File: config.mk
export PLATFORM = sky130hd
export DESIGN_NAME = mips_instruction_decoder
export DESIGN_NICKNAME = d
export VERILOG_FILES = /design/src/design/mid_pkg.sv /design/src/design/mips_instruction_decoder.sv /design/src/design/mid_decode.sv
export SDC_FILE = /design/constraint.sdc
export NUM_CORES = 1
export LEC_CHECK = 0
export ABC_AREA = 1
export BUFFER_PORTS_ARGS = -buffer_cell sky130_fd_sc_hd__buf_4
export CORE_MARGIN = 5
export CORE_UTILIZATION = 58
export CTS_CLUSTER_DIAMETER = 150
export CTS_CLUSTER_SIZE = 16
export DETAILED_ROUTE_END_ITERATION = 12
export PLACE_DENSITY_LB_ADDON = 0.1
export SLEW_MARGIN = 10
export SYNTH_ARGS = -nofsm -noshare
export SYNTH_HDL_FRONTEND = slang
export SYNTH_SLANG_ARGS = --single-unit
File: constraint.sdc
create_clock -name clk -period 6.5 [get_ports clk]
set_input_delay 1.3 -clock clk [delete_from_list [all_inputs] [get_ports clk]]
set_output_delay 1.3 -clock clk [all_outputs]
set_load 0.01 [all_outputs]
File: src/design/mid_pkg.sv
// Shared types, codes and opcode tables for the MIPS instruction decoder.
`default_nettype none

package mid_pkg;

  // Input item: instruction address and raw word.
  typedef struct packed {
    logic [31:0] instr_pc;
    logic [31:0] instr_word;
  } mid_in_t;

  // Result item.
  typedef struct packed {
    logic               known;
    logic [6:0]         mnemonic;
    logic [3:0]         operand_format;
    logic [4:0]         src_reg;
    logic [4:0]         tgt_reg;
    logic [4:0]         dst_reg;
    logic [4:0]         shift_amount;
    logic signed [15:0] immediate;
    logic               has_target;
    logic [31:0]        target_addr;
  } mid_out_t;

  // Table lookup result.
  typedef struct packed {
    logic       known;
    logic [6:0] mnemonic;
    logic [3:0] fmt;
  } mid_hit_t;

  // Operand format classes.
  localparam logic [3:0] FMT_REG_DST    = 4'd0;  // d,s,t
  localparam logic [3:0] FMT_REG_ST     = 4'd1;  // s,t
  localparam logic [3:0] FMT_REG_DS     = 4'd2;  // d,s
  localparam logic [3:0] FMT_REG_D      = 4'd3;
  localparam logic [3:0] FMT_REG_S      = 4'd4;
  localparam logic [3:0] FMT_SHIFT      = 4'd5;  // d,t,sa
  localparam logic [3:0] FMT_BRANCH_S   = 4'd6;
  localparam logic [3:0] FMT_BRANCH_ST  = 4'd7;
  localparam logic [3:0] FMT_JUMP       = 4'd8;
  localparam logic [3:0] FMT_ARITH_TS   = 4'd9;
  localparam logic [3:0] FMT_LOGIC_T    = 4'd10;
  localparam logic [3:0] FMT_LOGIC_TS   = 4'd11;
  localparam logic [3:0] FMT_MEMORY     = 4'd12;

  // Primary opcodes and function codes that steer the decode.
  localparam logic [5:0] OPC_RTYPE  = 6'h00;
  localparam logic [5:0] OPC_BCOND  = 6'h01;
  localparam logic [5:0] OPC_RTYPE2 = 6'h1C;
  localparam logic [5:0] OP_ORI     = 6'h0D;
  localparam logic [5:0] FN_OR      = 6'h25;

  // Alias mnemonics.
  localparam logic [6:0] MN_NOP  = 7'd105;
  localparam logic [6:0] MN_MOVE = 7'd106;
  localparam logic [6:0] MN_LI   = 7'd107;

  localparam mid_hit_t HIT_NONE = '{known: 1'b0, mnemonic: 7'd0, fmt: FMT_REG_DST};

  function automatic mid_hit_t mk_hit(input logic [6:0] mn, input logic [3:0] fmt);
    mid_hit_t h;
    h.known    = 1'b1;
    h.mnemonic = mn;
    h.fmt      = fmt;
    return h;
  endfunction

  // SPECIAL group, keyed by funct.
  function automatic mid_hit_t special_lookup(input logic [5:0] fn);
    mid_hit_t h;
    unique case (fn)
      6'h00: h = mk_hit(7'd0,  FMT_SHIFT);
      6'h02: h = mk_hit(7'd1,  FMT_SHIFT);
      6'h03: h = mk_hit(7'd2,  FMT_SHIFT);
      6'h04: h = mk_hit(7'd3,  FMT_REG_DST);
      6'h06: h = mk_hit(7'd4,  FMT_REG_DST);
      6'h07: h = mk_hit(7'd5,  FMT_REG_DST);
      6'h08: h = mk_hit(7'd6,  FMT_REG_S);
      6'h09: h = mk_hit(7'd7,  FMT_REG_DS);
      6'h0A: h = mk_hit(7'd8,  FMT_REG_DST);
      6'h0B: h = mk_hit(7'd9,  FMT_REG_DST);
      6'h10: h = mk_hit(7'd10, FMT_REG_D);
      6'h11: h = mk_hit(7'd11, FMT_REG_S);
      6'h12: h = mk_hit(7'd12, FMT_REG_D);
      6'h13: h = mk_hit(7'd13, FMT_REG_S);
      6'h14: h = mk_hit(7'd14, FMT_REG_DST);
      6'h16: h = mk_hit(7'd15, FMT_REG_DST);
      6'h17: h = mk_hit(7'd16, FMT_REG_DST);
      6'h18: h = mk_hit(7'd17, FMT_REG_ST);
      6'h19: h = mk_hit(7'd18, FMT_REG_ST);
      6'h1A: h = mk_hit(7'd19, FMT_REG_ST);
      6'h1B: h = mk_hit(7'd20, FMT_REG_ST);
      6'h1C: h = mk_hit(7'd21, FMT_REG_ST);
      6'h1D: h = mk_hit(7'd22, FMT_REG_ST);
      6'h1E: h = mk_hit(7'd23, FMT_REG_ST);
      6'h1F: h = mk_hit(7'd24, FMT_REG_ST);
      6'h20: h = mk_hit(7'd25, FMT_REG_DST);
      6'h21: h = mk_hit(7'd26, FMT_REG_DST);
      6'h22: h = mk_hit(7'd27, FMT_REG_DST);
      6'h23: h = mk_hit(7'd28, FMT_REG_DST);
      6'h24: h = mk_hit(7'd29, FMT_REG_DST);
      6'h25: h = mk_hit(7'd30, FMT_REG_DST);
      6'h26: h = mk_hit(7'd31, FMT_REG_DST);
      6'h27: h = mk_hit(7'd32, FMT_REG_DST);
      6'h2A: h = mk_hit(7'd33, FMT_REG_DST);
      6'h2B: h = mk_hit(7'd34, FMT_REG_DST);
      6'h2C: h = mk_hit(7'd35, FMT_REG_DST);
      6'h2D: h = mk_hit(7'd36, FMT_REG_DST);
      6'h2E: h = mk_hit(7'd37, FMT_REG_DST);
      6'h2F: h = mk_hit(7'd38, FMT_REG_DST);
      6'h38: h = mk_hit(7'd39, FMT_SHIFT);
      6'h3A: h = mk_hit(7'd40, FMT_SHIFT);
      6'h3B: h = mk_hit(7'd41, FMT_SHIFT);
      6'h3C: h = mk_hit(7'd42, FMT_SHIFT);
      6'h3E: h = mk_hit(7'd43, FMT_SHIFT);
      6'h3F: h = mk_hit(7'd44, FMT_SHIFT);
      default: h = HIT_NONE;
    endcase
    return h;
  endfunction

  // SPECIAL2 group, keyed by funct.
  function automatic mid_hit_t special2_lookup(input logic [5:0] fn);
    mid_hit_t h;
    unique case (fn)
      6'h00: h = mk_hit(7'd45, FMT_REG_ST);
      6'h01: h = mk_hit(7'd46, FMT_REG_ST);
      6'h02: h = mk_hit(7'd47, FMT_REG_ST);
      6'h04: h = mk_hit(7'd48, FMT_REG_ST);
      6'h05: h = mk_hit(7'd49, FMT_REG_ST);
      6'h20: h = mk_hit(7'd50, FMT_REG_DS);
      6'h21: h = mk_hit(7'd51, FMT_REG_DS);
      6'h24: h = mk_hit(7'd52, FMT_REG_DS);
      6'h25: h = mk_hit(7'd53, FMT_REG_DS);
      default: h = HIT_NONE;
    endcase
    return h;
  endfunction

  // REGIMM group, keyed by the rt field.
  function automatic mid_hit_t regimm_lookup(input logic [4:0] rt);
    mid_hit_t h;
    unique case (rt)
      5'h00: h = mk_hit(7'd54, FMT_BRANCH_S);
      5'h01: h = mk_hit(7'd55, FMT_BRANCH_S);
      5'h02: h = mk_hit(7'd56, FMT_BRANCH_S);
      5'h03: h = mk_hit(7'd57, FMT_BRANCH_S);
      5'h10: h = mk_hit(7'd58, FMT_BRANCH_S);
      5'h11: h = mk_hit(7'd59, FMT_BRANCH_S);
      5'h12: h = mk_hit(7'd60, FMT_BRANCH_S);
      5'h13: h = mk_hit(7'd61, FMT_BRANCH_S);
      default: h = HIT_NONE;
    endcase
    return h;
  endfunction

  // Primary opcode group.
  function automatic mid_hit_t primary_lookup(input logic [5:0] op);
    mid_hit_t h;
    unique case (op)
      6'h02: h = mk_hit(7'd62,  FMT_JUMP);
      6'h03: h = mk_hit(7'd63,  FMT_JUMP);
      6'h04: h = mk_hit(7'd64,  FMT_BRANCH_ST);
      6'h05: h = mk_hit(7'd65,  FMT_BRANCH_ST);
      6'h06: h = mk_hit(7'd66,  FMT_BRANCH_S);
      6'h07: h = mk_hit(7'd67,  FMT_BRANCH_S);
      6'h08: h = mk_hit(7'd68,  FMT_ARITH_TS);
      6'h09: h = mk_hit(7'd69,  FMT_ARITH_TS);
      6'h0A: h = mk_hit(7'd70,  FMT_ARITH_TS);
      6'h0B: h = mk_hit(7'd71,  FMT_ARITH_TS);
      6'h0C: h = mk_hit(7'd72,  FMT_LOGIC_TS);
      6'h0D: h = mk_hit(7'd73,  FMT_LOGIC_TS);
      6'h0E: h = mk_hit(7'd74,  FMT_LOGIC_TS);
      6'h0F: h = mk_hit(7'd75,  FMT_LOGIC_T);
      6'h14: h = mk_hit(7'd76,  FMT_BRANCH_ST);
      6'h15: h = mk_hit(7'd77,  FMT_BRANCH_ST);
      6'h16: h = mk_hit(7'd78,  FMT_BRANCH_S);
      6'h17: h = mk_hit(7'd79,  FMT_BRANCH_S);
      6'h18: h = mk_hit(7'd80,  FMT_ARITH_TS);
      6'h19: h = mk_hit(7'd81,  FMT_ARITH_TS);
      6'h1A: h = mk_hit(7'd82,  FMT_MEMORY);
      6'h1B: h = mk_hit(7'd83,  FMT_MEMORY);
      6'h20: h = mk_hit(7'd84,  FMT_MEMORY);
      6'h21: h = mk_hit(7'd85,  FMT_MEMORY);
      6'h22: h = mk_hit(7'd86,  FMT_MEMORY);
      6'h23: h = mk_hit(7'd87,  FMT_MEMORY);
      6'h24: h = mk_hit(7'd88,  FMT_MEMORY);
      6'h25: h = mk_hit(7'd89,  FMT_MEMORY);
      6'h26: h = mk_hit(7'd90,  FMT_MEMORY);
      6'h27: h = mk_hit(7'd91,  FMT_MEMORY);
      6'h28: h = mk_hit(7'd92,  FMT_MEMORY);
      6'h29: h = mk_hit(7'd93,  FMT_MEMORY);
      6'h2A: h = mk_hit(7'd94,  FMT_MEMORY);
      6'h2B: h = mk_hit(7'd95,  FMT_MEMORY);
      6'h2C: h = mk_hit(7'd96,  FMT_MEMORY);
      6'h2D: h = mk_hit(7'd97,  FMT_MEMORY);
      6'h2E: h = mk_hit(7'd98,  FMT_MEMORY);
      6'h30: h = mk_hit(7'd99,  FMT_MEMORY);
      6'h34: h = mk_hit(7'd100, FMT_MEMORY);
      6'h37: h = mk_hit(7'd101, FMT_MEMORY);
      6'h38: h = mk_hit(7'd102, FMT_MEMORY);
      6'h3C: h = mk_hit(7'd103, FMT_MEMORY);
      6'h3F: h = mk_hit(7'd104, FMT_MEMORY);
      default: h = HIT_NONE;
    endcase
    return h;
  endfunction

endpackage

`default_nettype wire

File: src/design/mips_instruction_decoder.sv
// Top level of the MIPS instruction decoder: input register, decode, result register.
//
//   Channel | Direction | Handshake            | Payload
//   --------+-----------+----------------------+-----------------------------
//   in      | input     | in_valid / in_ready  | mid_in_t  (instr_pc, instr_word)
//   out     | output    | out_valid / out_ready| mid_out_t (decoded fields, target)
//
// One instruction per cycle while out_ready is held high; a transfer lands in the
// input register and is decoded from there into the result register.
// The table lookup and the branch-target sum sit between the two registers.
// Reset (rst_n low, synchronous) empties both stages; payload is not cleared.
// A stall on out_ready holds the result register; the input register still
// takes a transfer while it is empty, so a full stall blocks once both hold an item.
`default_nettype none

module mips_instruction_decoder import mid_pkg::*; (
  input  wire logic     clk,
  input  wire logic     rst_n,

  input  wire logic     in_valid,
  output logic          in_ready,
  input  wire mid_in_t  in_data,

  output logic          out_valid,
  input  wire logic     out_ready,
  output mid_out_t      out_data
);

  // Input stage.
  logic     s1_valid_r;
  logic     s1_valid_nxt;
  mid_in_t  s1_data_r;

  // Result stage.
  logic     out_valid_r;
  logic     out_valid_nxt;
  mid_out_t out_data_r;

  mid_out_t dec_result;
  logic     in_xfer;
  logic     s1_adv;

  // Result register can load whenever it is empty or being drained.
  assign s1_adv   = !out_valid_r || out_ready;
  assign in_ready = !s1_valid_r || s1_adv;
  assign in_xfer  = in_valid && in_ready;

  mid_decode u_decode (
    .item   (s1_data_r),
    .result (dec_result)
  );

  always_comb begin
    s1_valid_nxt = s1_valid_r;
    if (in_xfer) begin
      s1_valid_nxt = 1'b1;
    end else if (s1_adv) begin
      s1_valid_nxt = 1'b0;
    end
  end

  always_comb begin
    out_valid_nxt = out_valid_r;
    if (s1_adv) begin
      out_valid_nxt = s1_valid_r;
    end
  end

  always_ff @(posedge clk) begin
    if (!rst_n) begin
      s1_valid_r  <= 1'b0;
      out_valid_r <= 1'b0;
    end else begin
      s1_valid_r  <= s1_valid_nxt;
      out_valid_r <= out_valid_nxt;
    end
  end

  // Payload: capture on transfer, advance only when the next stage frees up.
  always_ff @(posedge clk) begin
    if (in_xfer) begin
      s1_data_r <= in_data;
    end
    if (s1_adv && s1_valid_r) begin
      out_data_r <= dec_result;
    end
  end

  assign out_valid = out_valid_r;
  assign out_data  = out_data_r;

  // A stalled input stage keeps its item.
  assert property (@(posedge clk) disable iff (!rst_n)
    s1_valid_r && !s1_adv |=> s1_valid_r)
    else $error("input stage dropped a stalled item");

  // An accepted transfer always occupies the input stage next cycle.
  assert property (@(posedge clk) disable iff (!rst_n)
    in_xfer |=> s1_valid_r)
    else $error("accepted transfer not held in input stage");

  // Unknown words carry no mnemonic or target.
  assert property (@(posedge clk) disable iff (!rst_n)
    out_valid_r && !out_data_r.known |->
      (out_data_r.mnemonic == 7'd0 && !out_data_r.has_target &&
       out_data_r.target_addr == 32'd0))
    else $error("unknown word with decoded fields");

  // Targets appear only for branch and jump formats.
  assert property (@(posedge clk) disable iff (!rst_n)
    out_valid_r && out_data_r.has_target |->
      (out_data_r.operand_format == FMT_BRANCH_S ||
       out_data_r.operand_format == FMT_BRANCH_ST ||
       out_data_r.operand_format == FMT_JUMP))
    else $error("target flagged on non-branch format");

  // Reset empties the result stage.
  assert property (@(posedge clk) !rst_n |=> !out_valid_r)
    else $error("result valid after reset");

endmodule

`default_nettype wire

File: src/design/mid_decode.sv
// Combinational decode of one instruction word into a result item.
`default_nettype none

module mid_decode import mid_pkg::*; (
  input  wire mid_in_t item,
  output mid_out_t     result
);

  logic [31:0] w;
  logic [5:0]  opc;
  logic [5:0]  fn;
  logic [4:0]  rs;
  logic [4:0]  rt;
  mid_hit_t    hit;
  logic [6:0]  mn;
  logic [31:0] br_off;
  logic [31:0] br_tgt;
  logic [31:0] j_tgt;
  logic        is_branch;
  logic        is_jump;

  assign w   = item.instr_word;
  assign opc = w[31:26];
  assign fn  = w[5:0];
  assign rs  = w[25:21];
  assign rt  = w[20:16];

  // Select the opcode group, then look up the entry.
  always_comb begin
    unique case (opc)
      OPC_RTYPE:  hit = special_lookup(fn);
      OPC_RTYPE2: hit = special2_lookup(fn);
      OPC_BCOND:  hit = regimm_lookup(rt);
      default:    hit = primary_lookup(opc);
    endcase
  end

  // Alias override.
  always_comb begin
    mn = hit.mnemonic;
    if (hit.fmt == FMT_REG_DST && fn == FN_OR && rt == 5'd0) begin
      mn = MN_MOVE;
    end else if (hit.fmt == FMT_SHIFT && w == 32'd0) begin
      mn = MN_NOP;
    end else if (hit.fmt == FMT_LOGIC_TS && opc == OP_ORI && rs == 5'd0) begin
      mn = MN_LI;
    end
  end

  assign br_off    = {{14{w[15]}}, w[15:0], 2'b00};
  assign br_tgt    = item.instr_pc + 32'd4 + br_off;
  assign j_tgt     = {item.instr_pc[31:28], w[25:0], 2'b00};
  assign is_branch = hit.known && (hit.fmt == FMT_BRANCH_S || hit.fmt == FMT_BRANCH_ST);
  assign is_jump   = hit.known && hit.fmt == FMT_JUMP;

  always_comb begin
    result.known          = hit.known;
    result.mnemonic       = hit.known ? mn : 7'd0;
    result.operand_format = hit.known ? hit.fmt : FMT_REG_DST;
    result.src_reg        = rs;
    result.tgt_reg        = rt;
    result.dst_reg        = w[15:11];
    result.shift_amount   = w[10:6];
    result.immediate      = $signed(w[15:0]);
    result.has_target     = is_branch || is_jump;
    result.target_addr    = is_branch ? br_tgt : (is_jump ? j_tgt : 32'd0);
  end

endmodule

`default_nettype wire
; After elaboration in Yosys (flattened, before gate mapping)
; Memories as Yosys holds them, arrays and structs flattened. A register that Yosys moved wholly into a read port is not among the register bits.
; Cells that the tools add are included.
[classes]
addsub = 2
n_eq_ne = 16
reduce_logical = 24
mux = 12
n_bitwise = 1
[op_table]
columns = cell, count
row1 = case mux 12 bit (9 select lines), 1
row2 = 2-to-1 mux 32 bit, 2
row3 = case mux 12 bit (3 select lines), 1
row4 = adder 32 x 3 -> 32 bit (second input constant), 1
row5 = adder 32 bit, 1
row6 = logical NOT 32 bit, 1
row7 = equality test 6 bit (second input constant), 4
row8 = 2-to-1 mux 7 bit, 3
row9 = equality test 4 x 3 -> 1 bit (second input constant), 3
row10 = equality test 6 x 1 -> 1 bit (second input constant), 2
row11 = equality test 6 x 3 -> 1 bit (second input constant), 2
row12 = logical NOT 6 bit, 2
row13 = 2-to-1 mux 6 bit, 2
row14 = logical NOT 5 bit, 2
row15 = logical AND 1 bit, 9
row16 = equality test 4 bit (second input constant), 2
row17 = equality test 6 x 2 -> 1 bit (second input constant), 1
row18 = equality test 6 x 4 -> 1 bit (second input constant), 1
row19 = equality test 6 x 5 -> 1 bit (second input constant), 1
row20 = 2-to-1 mux 5 bit, 1
row21 = logical NOT 4 bit, 1
row22 = logical OR 1 bit, 4
row23 = OR reduction 4 bit, 1
row24 = logical NOT 1 bit, 2
row25 = other kinds (4), 5
[word_totals]
reg_bits = 147
wordCells = 74
n_memories = 3
romBits = 1696
input_bits = 68
output_inout_bits = 83
[memory_table]
columns = memory, words, width, read_ports, rd_ports_with_merged_regs, wr, line
row1 = (no name shown), 64, 12, 1, 1, 0, mid_pkg.sv:162  ; unique case (op)
row2 = (no name shown), 64, 10, 1, 1, 0, mid_pkg.sv:73  ; unique case (fn)
row3 = (no name shown), 32, 9, 1, 1, 0, mid_pkg.sv:145  ; unique case (rt)

; Depth between registers and ports, before layout
; Gate-level depths: netlist (run 1).
[logic_depth]
depth_word = 9
mapped_depth = 17

; Modules after synthesis
; A second synthesis (run 1) with hierarchy kept.
[unflattened]
cells_unflattened = 960
hier_area_um2 = 9145.0
[modules_own_cells]
columns = mod, seq_area_each_um2, n_inst, area_per_inst_um2, cells_per_inst
row1 = mid_decode, 0.0, 1, 4695.8, 802
row2 = mips_instruction_decoder, 4394.2, 1, 4449.3, 158

; Worst setup path after synthesis (run 1)
; No wires, ideal clock.
[synth_timing]
path_type = in2reg
start = input out_ready
end = register out_data_r (netlist bit out_data[0]) (enable)
setup_slack_ns = 1.172
arrival_time_ns = 4.805
path_stages = 2
cell_sequence = inv_1 a21oi_1
[synth_between]
elab_chain_len = 2
[synth_lines]
columns = item, line
row1 = start: declaration, mips_instruction_decoder.sv:25  ; input wire logic out_ready,
row2 = logical OR 1 bit, mips_instruction_decoder.sv:44  ; assign s1_adv = !out_valid_r || out_ready;
row3 = logical AND 1 bit, mips_instruction_decoder.sv:84  ; if (s1_adv && s1_valid_r) begin
row4 = end signal: assignment, mips_instruction_decoder.sv:85  ; out_data_r <= dec_result;
row5 = end: declaration, mips_instruction_decoder.sv:37  ; mid_out_t out_data_r;
; No other way between the ends.
; A chain may end at the register's enable or synchronous reset.

==> results of run 1 <==
[area by class of cell]
class	count	share of cell area
repair buffers	154	0.1014
well taps	220	0.02415
inverters	117	0.03853
multi-input cells	803	0.3773
clock buffers	19	0.03886
clock inverters	13	0.01317
flip-flops and latches	164	0.4066
[logic make-up after synthesis]
family	share of synthesized area
AO/OA/AOI/OAI	0.08072
adder cells (fa/ha/maj)	0.09383
buffers and inverters	0.06539
AND/OR/NAND/NOR	0.2600
XOR/XNOR	0.01468
flip-flops	0.4854
[worst register-to-register path, delay by kind of cell (launching register included)]
kind	cells	cell delay, ns
simple gates	10	1.14
fa+ha+maj	3	0.87
flops	1	0.57
buf+inv	2	0.29
[per-layer routing]
metal  global-route usage  vias to the layer above  wire, µm
li1                     -                     4022         -
met1               0.3855                     3823     11700
met2               0.3895                      385     10830
met3              0.05421                       55      2145
met4              0.08996                        0       676
met5                    0                        -         0
[power by group]
group          switching [µW]  leakage, µW  internal, µW
logic                     366      0.00351           205
clock network             432     0.000279           582
registers                43.9      0.00157          1220
[worst paths after layout]
| path | startpoint | endpoint | slack [ns] | depth (start not counted) |
|---|---|---|---|---|
| min | s1_data_r[22]$_DFFE_PP_ | out_data[65]$_DFFE_PP_ | 0.49 | 0 |
| min reg2reg | s1_data_r[22]$_DFFE_PP_ | out_data[65]$_DFFE_PP_ | 0.49 | 0 |
| max reg2reg | s1_data_r[0]$_DFFE_PP_ | out_data[23]$_DFFE_PP_ | 3.36 | 15 |
| max | out_ready | flop | 2.73 | 16 |
[metrics by stage]
step,util,std cells,setup WS [ns]
after floorplan,-,1110,1.172
after global placement,0.6610,1458,2.457
after detailed placement,0.6610,1458,2.326
after CTS,0.6972,1490,2.765
after global routing,0.6972,1490,2.413
final,0.6972,1490,2.735
[cells in the final DEF (no fill, tap or decap), types with 20 or more instances in the layout]
cell / Yosys / final
dfxtp_1: 29 / 29
buf_4: 20 / 154
edfxtp_1: 135 / 135
nand2_1: 347 / 347
nand3_1: 76 / 76
nand4_1: 20 / 20
nor2_1: 86 / 86
ha_1: 70 / 70
a21oi_1: 61 / 60
inv_1: 114 / 113
o21ai_0: 43 / 43
==> results.tsv, run 1 <==
stage	metric	value	unit
detailed_routing	Via density	5.560	
detailed_routing	wire per inst	17.02	µm
final_layout	layout cell share with drive strength beyond 1	0.1740	
setup_path	CP top delay family	buffers and inverters	
pwr	Leakage Power	0.005359	µW
placed_design	Port-buffer cells	150	
floorplan	die area	19130	µm²
clock_tree	TritonCTS Buffers	17	
clock_tree	CTS tree	done	
logic_synthesis	Syn Area/Cell	8.602	µm²
final_layout	Multi-input gate area	4300	µm²
logic_synthesis	Synth Instances	1110	
setup_path	critical path class	input port to flop	
floorplan	core area	16350	µm²
global_route	total global-route track usage	0.2624	
sta	setup_tns	0	ns
clock_tree	post-cts sizing count	0	
sta	Hold Fails Final Rpt	0	
detailed_routing	total number of vias	8285	
sta	RSZ-0062 raised after global routing	no	
final_layout	antenna cells	0	
logic_synthesis	post-synth top area share	0.4246	
setup_path	slowest CP cell	inv_2	
min_path	Hold WC Path Type	flop to flop	
floorplan	Die Height	138.3	µm
pwr	Worst VDD drop	0.0001774	V
sta	final hold slack	0.4868	ns
logic_synthesis	Top FF cell, synth	edfxtp_1	
detailed_routing	Antenna Nets Post-Route	0	
pwr	power per cell area	249.9	nW/µm²
global_route	vias in the first global route	7719	
logic_synthesis	most common library cells after synthesis	nand2_1, edfxtp_1, inv_1	
clock_tree	later-pin clock latency in the skew report	0.43	ns
logic_synthesis	cell area after synthesis	9548	µm²
logic_synthesis	Post-Syn Nets	1249	
final_layout	fillers	1321	
sta	Tmin final	3.765	ns
final_layout	Final #Nets	1396	
clock_tree	clk root buf	clkbuf_16	
floorplan	num ports	151	
sta	Final setup viols	0	
clock_tree	post-cts hold buffer count	0	
setup_path	CP Capture Type	flop	
logic_synthesis	largest area contributor in the netlist	edfxtp_1	
sta	Worst Skew	0.008543	ns
clock_tree	H-tree depth	4	
detailed_routing	total wire length	25350	µm
global_route	GRT Residual Overflow	0	
setup_path	CP Data Arrival Time	4.10	ns
sta	final slew viol count	0	
pwr	post-route total power	2849	µW
setup_path	CP max stage delay	0.50	ns
setup_path	Req. time, crit path	6.83	ns
sta	Rel. slew slack	0.3831	
detailed_routing	DR DRC count	0	
logic_synthesis	Synth cell types	43	
run_status	status	complete, no violations	
clock_tree	sinks on the clock net	164	
logic_synthesis	YS warnings	0	
final_layout	synth-to-layout area growth	19.38	%
setup_path	startpoint types	input port	
clock_tree	clk slew on worst S/H paths	0.06	ns
sta	Least-Margin Pin Slew	0.9253	ns
logic_synthesis	post-synthesis sequential area ratio	0.4854	
setup_path	critical path buffer and inverter count	6	
floorplan	Cell Rows	47	
detailed_routing	First-pass DRT Iterations	6	
global_route	initial antenna violation count	0	
logic_synthesis	synthesis-stage register bit count	164	
global_route	largest net degree at the start of global routing	72	
final_layout	final cell area excluding filler cells	11400	µm²
logic_synthesis	most common cell in the netlist	nand2_1	
setup_path	CP Max Fanout	40	
detailed_routing	Initial DRC Count	782	
final_layout	sequential cell area	4634	µm²
clock_tree	Clock Tree Buf Depth	2	
logic_synthesis	Area contributors post-synth	edfxtp_1, nand2_1, ha_1	
logic_synthesis	async set-or-reset flop fraction in the synthesized netlist	0	
floorplan	overall die width	138.3	µm
global_route	first-pass GRT wire length	40630	µm
placed_design	RD Place Congestion	0.9084	
setup_path	cells along the critical path	buf_4 > inv_1 > nand3_2 > nand2_2 > inv_2 > o21ai_2 > inv_1 > ha_1 > inv_1 > nand2_1 > nand2_1 > nand2_1 > o211ai_1 > nand3_1 > nand2_1 > inv_1	
run	Max-Cap Viols	0	
clock_tree	Setup Buffers After CTS	0	
sta	Final Cycle Share	0.5792	
placed_design	Detail Placement HPWL	19240	µm
floorplan	Initial Util	0.5840	
placed_design	placed cell area	10810	µm²
sta	fmax	265.6	MHz
logic_synthesis	Post-synth EDFFs	135	
Note: power is estimated with default switching activity, not from simulation.
==> inputs of run 2 (changes only) <==
==> constraint.sdc (replaced) <==
create_clock -name clk -period 3.7 [get_ports clk]
set_input_delay 0.74 -clock clk [delete_from_list [all_inputs] [get_ports clk]]
set_output_delay 0.74 -clock clk [all_outputs]
set_load 0.01 [all_outputs]
==> results.tsv, run 2 (synthesized netlist as in run 1, its figures left out) <==
stage	metric	value	unit
pwr	Worst VDD drop	0.0003739	V
detailed_routing	total wire length	25860	µm
sta	RSZ-0062 raised after global routing	no	
setup_path	crit path from	s1_data_r[15]$_DFFE_PP_	
clock_tree	clk slew on worst S/H paths	0.07	ns
sta	setup_tns	0	ns
sta	Final setup viols	0	
pwr	Leakage Power	0.005403	µW
final_layout	Final #Nets	1402	
global_route	total global-route track usage	0.2670	
global_route	GRT Residual Overflow	0	
sta	final hold slack	0.4777	ns
detailed_routing	total number of vias	8227	
setup_path	startpoint types	flop	
global_route	first-pass GRT wire length	40970	µm
final_layout	layout cell share with drive strength beyond 1	0.1787	
setup_path	Req. time, crit path	3.87	ns
sta	Rel. slew slack	0.3718	
global_route	largest net degree at the start of global routing	72	
final_layout	antenna cells	0	
sta	Least-Margin Pin Slew	0.9424	ns
setup_path	CP Max Fanout	18	
placed_design	Port-buffer cells	150	
placed_design	RD Place Congestion	0.9440	
clock_tree	TritonCTS Buffers	17	
min_path	HP Start	in_data[57]	
pwr	power per cell area	438.6	nW/µm²
floorplan	Cell Rows	47	
run_status	status	complete, no violations	
sta	final slew viol count	0	
placed_design	Detail Placement HPWL	19500	µm
sta	Final Cycle Share	0.8436	
clock_tree	Clock Tree Buf Depth	2	
detailed_routing	Antenna Nets Post-Route	0	
detailed_routing	DR DRC count	0	
clock_tree	H-tree depth	4	
detailed_routing	Initial DRC Count	770	
sta	fmax	320.4	MHz
sta	Hold Fails Final Rpt	0	
clock_tree	Setup Buffers After CTS	0	
setup_path	reg2reg start	s1_data_r[15]$_DFFE_PP_	
placed_design	worst slack at placement	0.5925	ns
setup_path	CP Capture Type	flop	
setup_path	CP Data Arrival Time	3.29	ns
floorplan	core area	16350	µm²
floorplan	Die Height	138.3	µm
clock_tree	post-cts hold buffer count	0	
final_layout	synth-to-layout area growth	19.92	%
run	Max-Cap Viols	0	
clock_tree	sinks on the clock net	164	
setup_path	critical path class	flop to flop	
floorplan	overall die width	138.3	µm
global_route	vias in the first global route	7695	
floorplan	Initial Util	0.5840	
clock_tree	post-cts sizing count	0	
final_layout	commonest non-fill, non-tap cell in the layout	nand2_1	
clock_tree	CTS tree	done	
sta	Tmin final	3.121	ns
sta	Worst Skew	0.01231	ns
detailed_routing	First-pass DRT Iterations	6	
floorplan	num ports	151	
global_route	initial antenna violation count	0	
detailed_routing	Via density	5.499	
clock_tree	later-pin clock latency in the skew report	0.43	ns
min_path	Hold WC Path Type	input port to flop	
sta	Final Worst Setup Slack	0.5786	ns
final_layout	most frequent cells in the layout	nand2_1, buf_4, edfxtp_1	
final_layout	final core utilization	0.7004	
detailed_routing	wire per inst	17.28	µm
clock_tree	clk root buf	clkbuf_16	
floorplan	die area	19130	µm²
## run 2: worst paths after layout
kind              cells after the start                      end  slack (ns)
setup reg to reg                     13   out_data[23]$_DFFE_PP_        0.58
hold reg to reg                       0   out_data[67]$_DFFE_PP_        0.48
hold / removal                        1  s1_data_r[57]$_DFFE_PP_        0.48
setup / recovery                     13   out_data[23]$_DFFE_PP_        0.58
## run 2: stage by stage
stage	instances	area [µm²]	total power, µW
3_3_place_gp	1464	10850	3233
3_5_place_dp	1464	10850	3243
5_1_grt	1496	11450	5251
2_1_floorplan	1110	9552	2906
6_report	1496	11450	5022
4_1_cts	1496	11450	5016
## run 2: layout make-up
class,instances,area (µm²)
well taps,220,275.3
multi-input cells,803,4300
clock buffers,18,439.2
inverters,117,439.2
flip-flops and latches,164,4634
clock inverters,14,160.2
repair buffers,160,1201
fillers,1288,4898
## run 2: where the power goes
group          total (µW)  leakage (µW)  internal (µW)  switching (µW)
combinational        1020       0.00354            363             652
clock                1790      0.000293            980             808
sequential           2220       0.00157           2140            77.3
## run 2: per-layer routing
| metal | track usage | share of wire | vias to the layer above | wire length (µm) |
|---|---|---|---|---|
| met5 | 0 | 0 | - | 0 |
| met4 | 0.07124 | 0.016 | 0 | 405 |
| met3 | 0.05490 | 0.092 | 34 | 2384 |
| met2 | 0.4075 | 0.44 | 429 | 11450 |
| met1 | 0.3915 | 0.45 | 3720 | 11620 |
| li1 | - | - | 4044 | - |
## run 2: critical path, cell delays in order (launching register included)
cell	delay, ns
edfxtp_1	0.81
ha_1	0.36
ha_1	0.37
nand2_1	0.12
nor2_1	0.19
inv_1	0.09
nor3_1	0.24
nand2_1	0.09
nand2_1	0.11
nand2_1	0.07
nand2_1	0.06
nand2_1	0.05
nand3_1	0.19
nand2_1	0.09
